==> src/hdl/cvm_pkg.sv <==
// Shared types and constants for the convergence monitor.
// Word formats, stage tag, verdict codes and register indexes.
// No dependencies.
`timescale 1ns / 1ps

package cvm_pkg;

  // Field widths
  localparam int WEIGHT_W = 24;
  localparam int DIFF_W   = 25;
  localparam int SQ_W     = 49;
  localparam int ACC_W    = 58;
  localparam int ITER_W   = 32;
  localparam int PAT_W    = 16;
  localparam int REG_IDX_W = 2;

  // 1.0 in Q.32, the step charged for every element of the first vector
  localparam logic [SQ_W-1:0] ONE_Q32 = {{(SQ_W-33){1'b0}}, 1'b1, 32'd0};

  // Verdict codes
  localparam logic [1:0] VERDICT_CONTINUE  = 2'd0;
  localparam logic [1:0] VERDICT_CONVERGED = 2'd1;
  localparam logic [1:0] VERDICT_LIMIT     = 2'd2;

  // Register indexes
  localparam logic [REG_IDX_W-1:0] REG_THRESHOLD_SQ   = 2'd0;
  localparam logic [REG_IDX_W-1:0] REG_MAX_ITERATIONS = 2'd1;
  localparam logic [REG_IDX_W-1:0] REG_PATIENCE       = 2'd2;

  // Input word
  typedef struct packed {
    logic [WEIGHT_W-1:0] weight;
    logic                last;
  } cvm_in_t;

  // Result word
  typedef struct packed {
    logic [1:0]       verdict;
    logic [ACC_W-1:0] distance_sq;
  } cvm_out_t;

  // Control carried alongside each element through the pipeline
  typedef struct packed {
    logic valid;
    logic last;
    logic over_limit;
    logic first;
  } cvm_tag_t;

endpackage

==> src/hdl/cvm_square.sv <==
// Difference and square stage: squared step of one element in Q.32.
// Depends on cvm_pkg.
`timescale 1ns / 1ps

module cvm_square
  import cvm_pkg::*;
(
  input  logic                clk,
  input  logic                rst,
  input  logic                en,
  input  cvm_tag_t            tag1,
  input  logic [WEIGHT_W-1:0] weight1,
  input  logic [WEIGHT_W-1:0] prev1,
  output cvm_tag_t            tag2,
  output logic [SQ_W-1:0]     sq2
);

  logic [DIFF_W-1:0]   diff;
  logic [DIFF_W-1:0]   mag;
  logic [2*DIFF_W-1:0] prod;

  // Signed difference, magnitude, exact square (at most 2^48)
  assign diff = {weight1[WEIGHT_W-1], weight1} - {prev1[WEIGHT_W-1], prev1};
  assign mag  = diff[DIFF_W-1] ? (~diff + DIFF_W'(1)) : diff;
  assign prod = {{DIFF_W{1'b0}}, mag} * {{DIFF_W{1'b0}}, mag};

  always_ff @(posedge clk) begin
    if (rst) begin
      tag2 <= '0;
    end else if (en) begin
      tag2 <= tag1;
    end
  end

  always_ff @(posedge clk) begin
    if (en) begin
      sq2 <= tag1.first ? ONE_Q32 : prod[SQ_W-1:0];
    end
  end

endmodule

==> config.mk <==
export PLATFORM = sky130hd
export DESIGN_NAME = cvm_square
export DESIGN_NICKNAME = d
export VERILOG_FILES = /design/src/hdl/cvm_pkg.sv /design/src/hdl/cvm_square.sv
export SDC_FILE = /design/constraint.sdc
export NUM_CORES = 1
export LEC_CHECK = 0
export BUFFER_PORTS_ARGS = -buffer_cell sky130_fd_sc_hd__buf_2
export CORE_MARGIN = 2
export CORE_UTILIZATION = 65
export CTS_BUF_LIST = sky130_fd_sc_hd__clkbuf_8
export DETAILED_ROUTE_END_ITERATION = 12
export PLACE_DENSITY = 0.83
export SLEW_MARGIN = 20
export SYNTH_ARGS = -nofsm -noshare
export SYNTH_HDL_FRONTEND = slang
export SYNTH_SLANG_ARGS = --single-unit
==> constraint.sdc <==
create_clock -name clk -period 20.2 [get_ports clk]
set_clock_uncertainty 0.05 [all_clocks]
set_input_delay 3.03 -clock clk [delete_from_list [all_inputs] [get_ports clk]]
set_output_delay 3.03 -clock clk [all_outputs]
set_load 0.01 [all_outputs]
Yosys cells after proc, flatten, opt, wreduce, memory -nomap -nowiden --
Cells that the tools add are included. W data, S select, Z words.
Word-level totals: bits of input ports 55, bits in registers 53, word-level logic and storage cells 10
Cells by class: multiply operators 1, bitwise operators 1, add/subtract/negate cells 2, mux-type cells 1
Operators with widths (count):
- $mul A25 B25 Y49 | 1
- $add A25 B1 Y25 const B | 1
- $mux W25 | 1
- $not A25 Y25 | 1
- $sub A24 B24 Y25 | 1

Depth between registers and ports, before layout --
depth after elaboration 5, mapped depth 43, gate-level depth less buffers 40

Worst setup path before layout --
OpenSTA, ideal clock, no wires.
path type input to register, start point input weight1[0], end point register sq2[47] (data pin), slack 7.687 ns, arrival time 12.203 ns, setup time 0.260 ns, path buffers 2, cell stages on the path 39, required time 19.890 ns, cells stage by stage inv_1 ha_1 fa_1 nand2b_1 a211oi_1 o211ai_1 and4b_1 o32ai_1 nor4_2 nand2_1 nand2_1 xnor2_2 inv_1 clkbuf_1 nand2_1 fa_1 inv_1 fa_1 [3 not listed] inv_1 fa_1 inv_1 fa_1 inv_1 fa_1 ha_1 clkbuf_1 and3_1 nand3_1 nor3_1 a21oi_1 o21ai_0 nand2_1 o211ai_1 a311oi_1 o21ai_0 mux2_2
On the way: word-level cells in the longest chain between the ends 5
Ends and longest elaborated chain:
- from (decl) | line cvm_square.sv:12 | input logic [WEIGHT_W-1:0] weight1,
- $sub A24 B24 Y25 * | line cvm_square.sv:23 | assign diff = {weight1[WEIGHT_W-1], weight1} - {prev1[WEIGHT_W-1], prev1};
- $not A25 Y25 | line cvm_square.sv:24 | assign mag = diff[DIFF_W-1] ? (~diff + DIFF_W'(1)) : diff;
- $add A25 B1 Y25 | line cvm_square.sv:24
- $mux W25 * | line cvm_square.sv:24
- $mul A25 B25 Y49 * | line cvm_square.sv:25 | assign prod = {{DIFF_W{1'b0}}, mag} * {{DIFF_W{1'b0}}, mag};
- to (signal assigned) | line cvm_square.sv:37 | sq2 <= tag1.first ? ONE_Q32 : prod[SQ_W-1:0];
- to (decl) | line cvm_square.sv:15 | output logic [SQ_W-1:0] sq2
Mark *: on every way between the ends. The rest lies on a longest branch, timed or not. A chain may end at the register's enable or synchronous reset.

Worst setup path in the final report --
start point input weight1[0], end point register sq2[48] (data pin)
Same word-level chain as after synthesis.

==> summary.txt <==
Critical path class - primary input to flop
Critical Path Start - weight1[0]
Initial antenna violation count - 0
H-tree levels - 2
# port buffers - 106
# diodes - 0
Setup Viol. Count Final - 0
Post-CTS Hold Fix Bufs - 0
Total CTS buffers - 5
Number of synthesized register bits - 52
Reg2reg end - tag2[3]
CTS-repair resized insts - 0
Startpoint types - primary input
Final-report hold violation count - 0
Worst min path class - flop to flop
Total die area - 34500 um^2
DP Worst Slack - 6.01 ns
Number of flops mapped to enable cells by yosys - 48
FF+latch area - 1520 um^2
CTS clk-pin slew, worst paths - 0.11 ns
Post-synthesis cell count - 2345
Row count - 66
CP dominant cell by count - fa_1
CP arrival - 14.13 ns
Post-DRT Antenna Nets - 0
Hold depth - 2
R2R cell count - 2
Minimum clock period - 13.97 ns
Sequential area share after synthesis - 7.09%
Met3 usage - 5.62%
Hold path start - tag2[1]
Gr busiest metal - met2
Starting Density - 66.0%
Yosys warnings - 0
Worst r2r src - tag2[3]
First-pass GRT wire length - 86500 um
GRT Resource Usage Total - 32.7%
CTS Buffer Depth - 2
CP Capture Type - flop
Wirelength, routed - 51400 um
Post-CTS Setup Bufs - 0
Actual slew at the worst max-slew pin - 0.951 ns
Vias/cell - 5.59
Synth top area share - 43.7%
Internal reg-to-reg setup slack - 19.55 ns
Leading area contributor after synthesis - fa_1
Overflow after GRT - 0
CTS tree - yes
Max-cap violations - 0
Fmax - 71.6 MHz
Vias - 16000
Setup_tns - 0 ns
Unique masters post-synth - 95
Most frequent cells in the layout - inv_1 (622), fa_1 (469), nor2_1 (232), ha_1 (202), nand2_1 (174)
Synth area leaders - fa_1 (44%), ha_1 (12%), inv_1 (11%)
CTS Root Cell - clkbuf_8
WL/cell - 17.9 um
Layout cells sized above 1 - 9.08%
Status - completed
Final worst-path cycle share - 69.2%
Max_slew headroom - 36.1%
Layout overhead on the synthesized area - 4.94%
Asr flop ratio synth - 0%
Vias in the first global route - 17700
CTS Sinks - 52
Clock Latency Late Sink - 0.36 ns
Met1 GRT Util - 38.9%
Grt met2 use - 57.2%
Synthesized area per cell - 9.16 um^2
Final net count - 3148
Ys flop type - edfxtp_1
Chip width - 186 um
Global placer's final weighted congestion - 0.963
Io pins - 108
Critical Path RT - 20.36 ns
Fillcell total - 2550
Final slew viol count - 0
Die Height - 186 um
RSZ-0062 raised after global routing - false
Core ar. - 32500 um^2
CP peak stage delay - 0.78 ns
Hold EP - tag2[1]
Mapped cell area - 21500 um^2
Crit-path slowest cell - o32a_1
Multi-input logic area - 17300 um^2
Worst Setup Slack, final - 6.23 ns
Critical Path Fanout Max - 20
Pre-Repair DR Iteration Count - 6
Residual DRC - 0
DP HPWL - 42800 um
First-iteration detailed-routing DRC count - 992
Most common cell after layout, fill and taps aside - inv_1
Largest net degree at the start of global routing - 54
stage by stage:
step | area, um^2 | std cells | utilization [%] | hold slack (ns)
2_1_floorplan | 21500 | 2362 | - | 0.478
3_3_place_gp | 22400 | 2857 | 69.0 | 0.422
3_5_place_dp | 22400 | 2857 | 69.0 | 0.432
4_1_cts | 22500 | 2865 | 69.3 | 0.460
5_1_grt | 22500 | 2865 | 69.3 | 0.482
6_report | 22500 | 2865 | 69.3 | 0.453
registers in the layout, summed over array words and instances, names as in the netlist:
name and flops:
sq2 48, tag2 4
cells in the mapped netlist, types with 4 or more instances:
cell type and number:
a211oi_1 11, and3_1 14, a21o_1 45, edfxtp_1 48, inv_1 622, o21bai_1 8, nor3_1 18, o21ai_1 4
a21oi_1 61, xor2_2 4, nor2_1 232, xnor2_1 46, o211ai_1 9, and2_1 8, o21ai_0 37, a21oi_2 6
xor2_1 31, nand2b_1 23, o21a_1 8, nand2_1 174, inv_2 17, nor2b_1 11, clkbuf_1 35, nand3_1 15
nor3b_1 5, nand4_1 5, dfxtp_1 4, or3_1 7, ha_1 202, fa_1 469, nand2_2 12, or2_2 5
buf_4 6, mux2i_1 5, o211a_1 4, o31ai_1 4, buf_2 28, buf_6 6, a31oi_1 15
per-layer routing:
layer  wire (um)  part of all wire, %  vias to the layer above
met3        3860                  7.5                      177
met1       18800                   37                     7937
met4        2820                  5.5                        0
met2       25900                   50                      698
li1            -                    -                     7211
met5           0                    0                        -
worst max path at each step:
stage / end / slack, ns / cells past startpoint
finish: sq2[48] / 6.23 / 39
global route: sq2[48] / 5.66 / 39
CTS: sq2[47] / 6.36 / 35
detailed placement: sq2[47] / 6.01 / 35
global placement: sq2[48] / 6.24 / 39
floorplan: sq2[47] / 7.69 / 39
worst max-delay path, delay by kind of cell:
family / cells / cell delay (ns)
fa+ha+maj: 10 / 4.67
compound gates: 11 / 3.29
simple gates: 8 / 1.91
buf+inv: 9 / 1.05
xor+xnor: 1 / 0.16
area by class of cell:
type                       instances  share of cell area [%]
inverter                         640                    10.7
tap                              442                    2.45
multi-input combinational       1594                    76.6
clock inverter                     3                   0.117
clock buffer                       5                   0.305
timing repair buffer             129                    3.12
sequential                        52                    6.75
logic make-up (layout without fill, tap and decap cells):
family / Yosys count / after routing / share of synthesized area [%]
and+or+nand+nor: 559 / 559 / 11.9
muxes: 10 / 10 / 0.524
DFF: 52 / 52 / 7.09
AOI/OAI and AO/OA: 250 / 250 / 8.19
buffers and inverters: 716 / 777 / 13.0
adders and majority gates: 671 / 671 / 55.5
other: 2 / 19 / 0.0350
xor gates and xnor gates: 85 / 85 / 3.80
Power is left out: the tool's default activity adds up to more than one toggle a clock period on the data nets, which glitch-free logic cannot reach.
