[config.mk]
export PLATFORM = sky130hd
export DESIGN_NAME = cvm_accum
export DESIGN_NICKNAME = d
export VERILOG_FILES = /design/src/hdl/cvm_pkg.sv /design/src/hdl/cvm_accum.sv
export SDC_FILE = /design/constraint.sdc
export NUM_CORES = 1
export LEC_CHECK = 0
export ABC_AREA = 0
export BUFFER_PORTS_ARGS = -buffer_cell sky130_fd_sc_hd__buf_2
export CAP_MARGIN = 20
export CORE_ASPECT_RATIO = 0.7
export CORE_MARGIN = 2
export CORE_UTILIZATION = 45
export DETAILED_ROUTE_END_ITERATION = 8
export GPL_TIMING_DRIVEN = 0
export MAX_ROUTING_LAYER = met4
export PLACE_DENSITY = 0.67
export SYNTH_ARGS = -nofsm -noshare
export SYNTH_HDL_FRONTEND = slang
export SYNTH_SLANG_ARGS = --single-unit
[constraint.sdc]
create_clock -name clk -period 7.2 [get_ports clk]
set_input_delay 1.44 -clock clk [delete_from_list [all_inputs] [get_ports clk]]
set_output_delay 1.44 -clock clk [all_outputs]
set_load 0.05 [all_outputs]
[src/hdl/cvm_pkg.sv]
// Shared types and constants for the convergence monitor.
// Word formats, stage tag, verdict codes and register indexes.
// No dependencies.
`timescale 1ns / 1ps

package cvm_pkg;

  // Field widths
  localparam int WEIGHT_W = 24;
  localparam int DIFF_W   = 25;
  localparam int SQ_W     = 49;
  localparam int ACC_W    = 58;
  localparam int ITER_W   = 32;
  localparam int PAT_W    = 16;
  localparam int REG_IDX_W = 2;

  // 1.0 in Q.32, the step charged for every element of the first vector
  localparam logic [SQ_W-1:0] ONE_Q32 = {{(SQ_W-33){1'b0}}, 1'b1, 32'd0};

  // Verdict codes
  localparam logic [1:0] VERDICT_CONTINUE  = 2'd0;
  localparam logic [1:0] VERDICT_CONVERGED = 2'd1;
  localparam logic [1:0] VERDICT_LIMIT     = 2'd2;

  // Register indexes
  localparam logic [REG_IDX_W-1:0] REG_THRESHOLD_SQ   = 2'd0;
  localparam logic [REG_IDX_W-1:0] REG_MAX_ITERATIONS = 2'd1;
  localparam logic [REG_IDX_W-1:0] REG_PATIENCE       = 2'd2;

  // Input word
  typedef struct packed {
    logic [WEIGHT_W-1:0] weight;
    logic                last;
  } cvm_in_t;

  // Result word
  typedef struct packed {
    logic [1:0]       verdict;
    logic [ACC_W-1:0] distance_sq;
  } cvm_out_t;

  // Control carried alongside each element through the pipeline
  typedef struct packed {
    logic valid;
    logic last;
    logic over_limit;
    logic first;
  } cvm_tag_t;

endpackage

[src/hdl/cvm_accum.sv]
// Accumulate stage: saturating sum, patience count, verdict and result register.
// Depends on cvm_pkg.
`timescale 1ns / 1ps

module cvm_accum
  import cvm_pkg::*;
(
  input  logic             clk,
  input  logic             rst,
  input  logic             en,
  input  cvm_tag_t         tag2,
  input  logic [SQ_W-1:0]  sq2,
  input  logic [ACC_W-1:0] threshold_sq,
  input  logic [PAT_W-1:0] patience,
  input  logic             out_stall,
  output logic             out_valid,
  output cvm_out_t         out_data
);

  logic [ACC_W-1:0] accumulator;
  logic [PAT_W-1:0] small_step_count;
  logic [ACC_W:0]   sum_wide;
  logic [ACC_W-1:0] sum_sat;
  logic             below;
  logic             room;
  logic             fire;
  logic [1:0]       verdict;

  // Saturating add and threshold compare
  assign sum_wide = {1'b0, accumulator} + {{(ACC_W+1-SQ_W){1'b0}}, sq2};
  assign sum_sat  = sum_wide[ACC_W] ? '1 : sum_wide[ACC_W-1:0];
  assign below    = sum_sat < threshold_sq;
  assign room     = small_step_count < patience;
  assign fire     = en & tag2.valid;

  always_comb begin
    if (below && !room) begin
      verdict = VERDICT_CONVERGED;
    end else begin
      verdict = VERDICT_CONTINUE;
    end
  end

  // Sum and patience state; frozen while over the limit
  always_ff @(posedge clk) begin
    if (rst) begin
      accumulator      <= '0;
      small_step_count <= '0;
    end else if (fire && !tag2.over_limit) begin
      if (tag2.last) begin
        accumulator <= '0;
        if (!below) begin
          small_step_count <= '0;
        end else if (room) begin
          small_step_count <= small_step_count + PAT_W'(1);
        end
      end else begin
        accumulator <= sum_sat;
      end
    end
  end

  // Result register
  always_ff @(posedge clk) begin
    if (rst) begin
      out_valid <= 1'b0;
    end else if (fire && tag2.last) begin
      out_valid <= 1'b1;
    end else if (!out_stall) begin
      out_valid <= 1'b0;
    end
  end

  always_ff @(posedge clk) begin
    if (fire && tag2.last) begin
      if (tag2.over_limit) begin
        out_data.verdict     <= VERDICT_LIMIT;
        out_data.distance_sq <= '0;
      end else begin
        out_data.verdict     <= verdict;
        out_data.distance_sq <= sum_sat;
      end
    end
  end

endmodule

=== After elaboration in Yosys (flattened, before gate mapping) ===
Index checks and enable logic that the tools add are counted.

* Add/subtract/negate cells: 2
* Magnitude comparators: 2
* Equality and inequality tests: 2
* Mux-type cells: 7
* Bitwise operators: 1
* Reductions and logical operators: 6

{| class="wikitable"
|+ Operator list
! kind !! number
|-
| $mux W58 || 2
|-
| $add A58 B49 Y59 || 1
|-
| $lt A58 B58 Y1 || 1
|-
| $mux W16 || 2
|-
| $add A16 B1 Y16 const B || 1
|-
| $lt A16 B16 Y1 || 1
|-
| $ne A2 B1 Y1 const B || 2
|-
| $logic_and A1 B1 Y1 || 3
|-
| $mux W1 || 3
|-
| $reduce_and A3 Y1 || 1
|-
| $logic_not A1 Y1 || 2
|-
| $and A1 B1 Y1 || 1
|}

* Flip-flop bits (word level): 135
* Logic and storage cells: 25

=== Depth between registers and ports, before layout ===
Gate-level depths: netlist (run 1).

* Depth in word-level cells: 5
* Depth in mapped cells: 25
* Mapped depth without buffers: 22

=== Least setup slack after synthesis (run 1) ===
No wires, ideal clock.

* Path type: in2reg
* Start: input sq2[0]
* End: register small_step_count[14]
* Library setup time: 120 ps
* Data arrival time: 5737 ps
* Required time: 7080 ps
* Path slack: 1343 ps
* Stages: 24
* Buffers on the path: 3
* Cells stage by stage: ha_1 -> inv_1 -> fa_1 -> nand2b_1 -> a211oi_2 -> o21ai_0 -> a21oi_1 -> o2111ai_4 -> a21oi_2 -> buf_4 -> buf_4 -> nor2_1 -> inv_1 -> ha_1 -> nand4_1 -> nor4_2 -> a22oi_1 -> a32o_1 -> a2111oi_0 -> a211oi_2 -> nand2_2 -> buf_6 -> nor4bb_1 -> a211o_1

* Word-level cells in the longest chain between the ends: 5

{| class="wikitable"
|+ RTL lines
! what !! line !! source
|-
| start: declaration || cvm_accum.sv:12 || <nowiki>input logic [SQ_W-1:0] sq2,</nowiki>
|-
| $add A58 B49 Y59 (*) || cvm_accum.sv:30 || <nowiki>assign sum_wide = {1'b0, accumulator} + {{(ACC_W+1-SQ_W){1'b0}}, sq2};</nowiki>
|-
| $mux W58 (*) || cvm_accum.sv:31 || <nowiki>assign sum_sat = sum_wide[ACC_W] ? '1 : sum_wide[ACC_W-1:0];</nowiki>
|-
| via sum_sat[20] || cvm_accum.sv:23 || <nowiki>logic [ACC_W-1:0] sum_sat;</nowiki>
|-
| $lt A58 B58 Y1 (*) || cvm_accum.sv:32 || <nowiki>assign below = sum_sat < threshold_sq;</nowiki>
|-
| $ne A2 B1 Y1 (no line) || n/a ||
|-
| $reduce_and A3 Y1 (no line) || n/a ||
|-
| end signal: assignment || cvm_accum.sv:55 || <nowiki>small_step_count <= small_step_count + PAT_W'(1);</nowiki>
|-
| end: declaration || cvm_accum.sv:21 || <nowiki>logic [PAT_W-1:0] small_step_count;</nowiki>
|}

The timed path passes the listed nets; every way through them passes the cells marked *.
A chain may end at the register's enable or synchronous reset.

=== Worst setup path in the final report (run 1) ===
* Start: input sq2[0]
* End: register small_step_count[1]

The elaborated chain is that of the path after synthesis.

==> metrics.txt, run 1 <==
largest fanout on the critical path=10; standard cell core area=23500 sq um; area enclosed by the die boundary=24900 sq um; Clock Skews=13.3 ps; worst path setup slack after routing=240 ps; Clock Pin Slew Worst Setup and Hold Paths=60 ps; DRT antenna net count=0; vias per inst=5.71; post-CTS setup buffers=0; number of ports placed on the die boundary=192; die width=188 microns; Maximum Capacitance Violations=0; type of origin of the critical path=input port; Synthesized Nets=1537; number of antenna violations at the first check in global routing=0; placer congestion estimate=0.953; share of total power consumed by net switching=30.7%; fraction of power consumed by combinational cells=20.6%; run status=completed; post-route design area=12600 sq um; average routed wire per standard cell=19.1 microns; worst min-delay path startpoint=accumulator[10]$_SDFFE_PP0P_; peak supply drop=0.169 mV; CTS root buf=sky130_fd_sc_hd__clkbuf_16; DP Wirelength=27.0 mm; worst path required time=7520 ps; most frequent standard cell in the layout excluding fill and tap cells=sky130_fd_sc_hd__buf_2; Sw Pwr=0.661 mW; GRT Total Usage=28.7%; Power per Cell Area=171 nW/um^2; worst hold stages=2; hold violation total from the final report=0; Layout area overhead=18.2%; final wirelength=34.8 mm; class of the most critical setup path=input port to flop; clock latency at the later pin of the worst-skew pair=440 ps; data arrival at the endpoint of the critical path=7280 ps; pre-CTS worst setup slack=-334 ps; internal reg-to-reg setup slack=1010 ps; cell row count=47; share of final-layout standard cells stronger than drive strength 1=20.1%; Total Nets Final=1747; synthesized cell area=10700 sq um; final setup violation count=0; number of storage elements in the synthesis netlist=135; total number of yosys warnings=0; Via Count=10406; deepest clock path buffer count=2; distinct cell type count of the synthesized netlist=82; Worst slew margin=38.6%; post-cts hold buffer count=0; start of the worst register-to-register path=accumulator[0]$_SDFFE_PP0P_; Final Critical Period=6960 ps; Inserted Diodes=0; Int Power=1.49 mW; area of placed instances=12000 sq um; Die Y-Extent=133 microns; TritonCTS clock tree=done; mean cell area of the mapped netlist=8.30 sq um; sequential element share of the synthesized area=31.0%; number of buffers added on ports=190; Flop pwr share=38.8%; total CTS buffers=17; number of detailed-route iterations in the first pass=5; GRT overflow=0; Final Max Tran Viols=0; number of enable flip-flop cells after synthesis=60; worst min-delay path category=flop to flop; Worst Tran Pin Value=921 ps; H-Tree Level Count=4; global-route wire length before repair=53.4 mm; async set-reset flop share out of synthesis=0%; clock share of power=40.6%; clock sinks=135; starting utilization of the core area=45.4%; CTS-repair resized insts=0; post-route clock period utilization=96.7%; unrepaired setup endpoints after global routing=no; Remaining DRCs=0; gate count of the mapped netlist=1283; via count of the first global-routing pass=9625; maximum clock frequency=0.144 GHz; standby leakage power=5.89 nW; pin count of the biggest net entering global routing=62; hold worst-path end=accumulator[10]$_SDFFE_PP0P_; count of cells along the worst register-to-register path=24; commonest cells after routing, fill and taps aside=sky130_fd_sc_hd__buf_2 (206), sky130_fd_sc_hd__nand2_1 (158), sky130_fd_sc_hd__a21oi_1 (122), sky130_fd_sc_hd__ha_1 (122), sky130_fd_sc_hd__inv_1 (111); Worst setup EP type=flop; worst reg2reg endpoint=small_step_count[1]$_SDFFE_PP0P_; Most used DFF post-synth=sky130_fd_sc_hd__dfxtp_1; first-iteration detailed-routing DRC count=922
[cell type report]
class                      count  area [sq um]
inverter                     111           417
clock buffer                  21           480
tap                          318           398
timing repair buffer         191           958
sequential                   135          3300
buffer                        59           322
multi-input combinational    978          6620
fill                        2245         10900
clock inverter                11          95.1
[critical path, stage by stage]
cell and delay (ps):
sky130_fd_sc_hd__buf_2 100, sky130_fd_sc_hd__ha_1 200, sky130_fd_sc_hd__inv_1 70, sky130_fd_sc_hd__fa_1 390, sky130_fd_sc_hd__nand2b_1 210, sky130_fd_sc_hd__a211oi_2 320, sky130_fd_sc_hd__o21ai_0 190, sky130_fd_sc_hd__a21oi_2 320
sky130_fd_sc_hd__o2111ai_4 230, sky130_fd_sc_hd__a21oi_2 440, sky130_fd_sc_hd__buf_4 280, sky130_fd_sc_hd__buf_4 230, sky130_fd_sc_hd__nor2_1 90, sky130_fd_sc_hd__inv_1 60, sky130_fd_sc_hd__ha_1 130, sky130_fd_sc_hd__nand4_1 170
sky130_fd_sc_hd__nor4_2 350, sky130_fd_sc_hd__a22oi_1 130, sky130_fd_sc_hd__a32o_1 370, sky130_fd_sc_hd__a2111oi_1 510, sky130_fd_sc_hd__o2111ai_1 300, sky130_fd_sc_hd__nand2_2 210, sky130_fd_sc_hd__buf_6 170, sky130_fd_sc_hd__nor4bb_1 70
sky130_fd_sc_hd__a221o_1 280
[stage by stage]
stage / hold slack [ps] / cells / power, mW / setup TNS [ps] / utilization [%]
floorplan: 429 / 1283 / 1.14 / 0 / -
global placement: 439 / 1791 / 1.28 / -4740 / 51.1
finish: 457 / 1824 / 2.15 / 0 / 53.7
detailed placement: 450 / 1792 / 1.29 / -4660 / 51.2
CTS: 459 / 1824 / 2.16 / 0 / 53.6
global route: 478 / 1824 / 2.24 / 0 / 53.7
[kinds of logic after synthesis]
family	after synthesis	share of synthesized area (%)
AOI/OAI and AO/OA	381	24.2
xor gates and xnor gates	44	3.62
buffers and inverters	170	6.93
adders and majority gates	123	14.5
muxes	1	0.0940
DFF	135	31.0
and+or+nand+nor	429	19.6
[metal layers]
metal  GRT usage, %  vias to the layer above  routed length [microns]
met5              -                        -                        0
met4           8.36                        0                      756
met3           5.76                       52                     3230
met2           38.7                      494                    13700
met1           42.6                     4813                    17100
li1               -                     5047                        -
[power by group through the flow]
stage	clock network [mW]	logic, mW	registers, mW
5_1_grt	0.914	0.489	0.838
4_1_cts	0.881	0.438	0.836
3_3_place_gp	0	0.428	0.853
3_5_place_dp	0	0.435	0.852
2_1_floorplan	0	0.258	0.887
6_report	0.874	0.443	0.836
[sequential cells by signal, indices dropped and copies added, names as in the netlist]
register / cells
out_data: 60
accumulator: 58
out_valid: 1
small_step_count: 16
[cell usage after synthesis, types with 4 or more instances]
master / n / area [sq um]
sky130_fd_sc_hd__a211oi_1: 13 / 97.6
sky130_fd_sc_hd__a211oi_2: 5 / 62.6
sky130_fd_sc_hd__a21o_1: 45 / 338
sky130_fd_sc_hd__a21oi_1: 123 / 616
sky130_fd_sc_hd__a21oi_2: 6 / 52.6
sky130_fd_sc_hd__a221o_1: 7 / 70.1
sky130_fd_sc_hd__a22o_1: 11 / 96.3
sky130_fd_sc_hd__a22oi_1: 5 / 37.5
sky130_fd_sc_hd__a31oi_1: 14 / 87.6
sky130_fd_sc_hd__and3_1: 10 / 62.6
sky130_fd_sc_hd__and4_1: 4 / 35.0
sky130_fd_sc_hd__buf_2: 16 / 80.1
sky130_fd_sc_hd__buf_4: 4 / 30.0
sky130_fd_sc_hd__buf_6: 7 / 78.8
sky130_fd_sc_hd__clkbuf_1: 29 / 109
sky130_fd_sc_hd__dfxtp_1: 75 / 1500
sky130_fd_sc_hd__edfxtp_1: 60 / 1800
sky130_fd_sc_hd__ha_1: 122 / 1530
sky130_fd_sc_hd__inv_1: 111 / 417
sky130_fd_sc_hd__nand2_1: 158 / 593
sky130_fd_sc_hd__nand2b_1: 8 / 50.1
sky130_fd_sc_hd__nand3_1: 16 / 80.1
sky130_fd_sc_hd__nand4_1: 32 / 200
sky130_fd_sc_hd__nor2_1: 99 / 372
sky130_fd_sc_hd__nor2b_1: 21 / 131
sky130_fd_sc_hd__nor3_1: 22 / 110
sky130_fd_sc_hd__nor3b_1: 6 / 45.0
sky130_fd_sc_hd__nor4_1: 5 / 31.3
sky130_fd_sc_hd__nor4b_1: 6 / 52.6
sky130_fd_sc_hd__nor4bb_1: 4 / 40.0
sky130_fd_sc_hd__o211ai_1: 8 / 60.1
sky130_fd_sc_hd__o21a_1: 11 / 82.6
sky130_fd_sc_hd__o21ai_0: 63 / 315
sky130_fd_sc_hd__o21ai_1: 12 / 60.1
sky130_fd_sc_hd__o21ai_2: 5 / 43.8
sky130_fd_sc_hd__o21bai_1: 10 / 75.1
sky130_fd_sc_hd__o31ai_1: 6 / 45.0
sky130_fd_sc_hd__or2_2: 10 / 62.6
sky130_fd_sc_hd__or3_1: 6 / 37.5
sky130_fd_sc_hd__or4_1: 8 / 60.1
sky130_fd_sc_hd__xnor2_1: 27 / 236
sky130_fd_sc_hd__xor2_1: 17 / 149
[worst max path at each step]
stage                 from                                 to  slack (ps)
floorplan           sq2[0]  small_step_count[14]$_SDFFE_PP0P_        1340
global placement    sq2[0]  small_step_count[14]$_SDFFE_PP0P_        -340
detailed placement  sq2[0]   small_step_count[1]$_SDFFE_PP0P_        -330
CTS                 sq2[0]   small_step_count[1]$_SDFFE_PP0P_          90
global route        sq2[0]  small_step_count[14]$_SDFFE_PP0P_           8
finish              sq2[0]   small_step_count[1]$_SDFFE_PP0P_         240
No activity file was read; power rests on OpenSTA's default activity.
==> inputs of run 2 (changes only) <==
--- a/config.mk
+++ b/config.mk
@@ -13,8 +13,8 @@
 export CORE_UTILIZATION = 45
 export DETAILED_ROUTE_END_ITERATION = 8
 export GPL_TIMING_DRIVEN = 0
-export MAX_ROUTING_LAYER = met4
 export PLACE_DENSITY = 0.67
+export SETUP_SLACK_MARGIN = 0.5
 export SYNTH_ARGS = -nofsm -noshare
 export SYNTH_HDL_FRONTEND = slang
 export SYNTH_SLANG_ARGS = --single-unit
==> metrics.txt, run 2 (synthesized netlist as in run 1, its figures left out) <==
Clock Pin Slew Worst Setup and Hold Paths=70 ps; Layout area overhead=19.5%; via count of the first global-routing pass=9601; final wirelength=34.7 mm; share of final-layout standard cells stronger than drive strength 1=20.4%; final-layout fill cell count=2172; number of antenna violations at the first check in global routing=1; data arrival at the endpoint of the critical path=6830 ps; Via Count=10483; unrepaired setup endpoints after global routing=no; cell row count=47; largest fanout on the critical path=10; die width=188 microns; Worst slew margin=38.2%; worst path required time=7570 ps; register name with the most flops=out_data; post-route core utilization=54.3%; standby leakage power=5.94 nW; standard cell core area=23500 sq um; most frequent standard cell in the layout excluding fill and tap cells=sky130_fd_sc_hd__buf_2; DP Wirelength=26.6 mm; starting utilization of the core area=45.4%; startpoint of the worst setup timing path=sq2[0]; final cell count without fillers=1828; Total Nets Final=1750; Top Family by Delay on Critical Path=compound AO/OA/AOI/OAI gates; worst min-delay path category=flop to flop; number of detailed-route iterations in the first pass=5; GRT Total Usage=27.9%; cell count along the critical path=25; Slowest-stage cell, CP=sky130_fd_sc_hd__fa_1; DRT antenna net count=0; CTS root buf=sky130_fd_sc_hd__clkbuf_16; Top Registers=out_data x60, accumulator x58, small_step_count x16; Maximum Capacitance Violations=0; area enclosed by the die boundary=24900 sq um; number of ports placed on the die boundary=192; Die Y-Extent=133 microns; clock sinks=135; hold violation total from the final report=0; number of buffers added on ports=190; total CTS buffers=17; TritonCTS clock tree=done; Final Max Tran Viols=0; buffer and inverter count on the worst path=5; post-route clock period utilization=89.6%; GRT overflow=0; vias per inst=5.73; global-route wire length before repair=53.7 mm; maximum clock frequency=0.155 GHz; Clock Skews=14.7 ps; post-cts hold buffer count=0; commonest cells after routing, fill and taps aside=sky130_fd_sc_hd__buf_2 (207), sky130_fd_sc_hd__nand2_1 (158), sky130_fd_sc_hd__a21oi_1 (122), sky130_fd_sc_hd__ha_1 (122), sky130_fd_sc_hd__inv_1 (111); worst reg2reg endpoint=small_step_count[11]$_SDFFE_PP0P_; clock latency at the later pin of the worst-skew pair=440 ps; internal reg-to-reg setup slack=1510 ps; first-iteration detailed-routing DRC count=977; Final Critical Period=6450 ps; pin count of the biggest net entering global routing=62; count of cells along the worst register-to-register path=24; deepest clock path buffer count=2; peak supply drop=0.165 mV; Worst Tran Pin Value=927 ps; worst hold stages=2; Worst setup EP type=flop; class of the most critical setup path=input port to flop; Power per Cell Area=179 nW/um^2; average routed wire per standard cell=19.0 microns; Largest register FFs=60; H-Tree Level Count=4; placed cell count=1791; placer congestion estimate=0.927; run status=completed; type of origin of the critical path=input port; Worst setup endpoint=small_step_count[11]$_SDFFE_PP0P_; final setup violation count=0; slowest cell delay on critical path=390 ps; start of the worst register-to-register path=accumulator[0]$_SDFFE_PP0P_; Remaining DRCs=0
## run 2: area by class of cell
cell class / instances / area [sq um] / area share [%]
flip-flops and latches: 135 / 3300 / 25.9
well taps: 318 / 398 / 3.13
multi-input cells: 978 / 6660 / 52.3
clock buffers: 20 / 457 / 3.59
inverters: 111 / 417 / 3.27
repair buffers: 194 / 978 / 7.68
plain buffers: 59 / 322 / 2.53
diodes: 1 / 2.50 / 0.0197
clock inverters: 12 / 198 / 1.55
## run 2: worst reg2reg max path: stages, from the launching register on
cell                        delay, ps
sky130_fd_sc_hd__dfxtp_1          340
sky130_fd_sc_hd__ha_1             200
sky130_fd_sc_hd__inv_1             70
sky130_fd_sc_hd__fa_1             390
sky130_fd_sc_hd__nand2b_1         230
sky130_fd_sc_hd__a211oi_4         290
sky130_fd_sc_hd__o21ai_0          170
sky130_fd_sc_hd__a21oi_2          140
sky130_fd_sc_hd__buf_4            150
sky130_fd_sc_hd__o2111ai_4        210
sky130_fd_sc_hd__a21oi_4          260
sky130_fd_sc_hd__buf_2            350
sky130_fd_sc_hd__nor3b_1          130
sky130_fd_sc_hd__nor2_1           170
sky130_fd_sc_hd__ha_1             270
sky130_fd_sc_hd__a21o_1           180
sky130_fd_sc_hd__a21o_1           170
sky130_fd_sc_hd__a211oi_1         320
sky130_fd_sc_hd__o21ai_0          240
sky130_fd_sc_hd__o21bai_1         250
sky130_fd_sc_hd__a211oi_2         280
sky130_fd_sc_hd__nand2_2          140
sky130_fd_sc_hd__buf_6            170
sky130_fd_sc_hd__o41a_1           360
sky130_fd_sc_hd__a21oi_1          130
## run 2: metrics by stage
step	cell area [sq um]	power [mW]	setup TNS (ps)	setup WS, ps	hold slack (ps)
after floorplan	10700	1.14	0	1340	429
after global placement	12000	1.28	-2620	-213	440
after detailed placement	12000	1.28	-3000	-240	449
after CTS	12700	2.28	0	544	456
after global routing	12700	2.36	0	519	470
final	12700	2.29	0	745	457
## run 2: worst min-delay path by stage
stage / from / end
global route: accumulator[2]$_SDFFE_PP0P_ / accumulator[2]$_SDFFE_PP0P_
finish: accumulator[3]$_SDFFE_PP0P_ / accumulator[3]$_SDFFE_PP0P_
detailed placement: accumulator[24]$_SDFFE_PP0P_ / accumulator[24]$_SDFFE_PP0P_
global placement: accumulator[23]$_SDFFE_PP0P_ / accumulator[23]$_SDFFE_PP0P_
CTS: accumulator[2]$_SDFFE_PP0P_ / accumulator[2]$_SDFFE_PP0P_
floorplan: accumulator[19]$_SDFFE_PP0P_ / accumulator[19]$_SDFFE_PP0P_
## run 2: repair_timing
item | CTS | global route
setup endpoints to repair | 17 | 17
pin swaps | 1 | 2
buffers inserted | 0 | 3
resized for setup | 4 | 6
cloned | 0 | 0
## run 2: metal layers
metal | up-vias | share of wire, % | GRT usage, %
met5 | - | 0.037 | 0
met4 | 2 | 1.5 | 6.96
met3 | 37 | 9.2 | 6.58
met2 | 482 | 41 | 39.5
met1 | 4904 | 49 | 42.1
li1 | 5058 | - | -
## run 2: report_power, final
part | internal [mW] | total [mW] | switching, mW
clock network | 0.633 | 1.00 | 0.370
logic | 0.159 | 0.446 | 0.287
registers | 0.824 | 0.836 | 0.0124
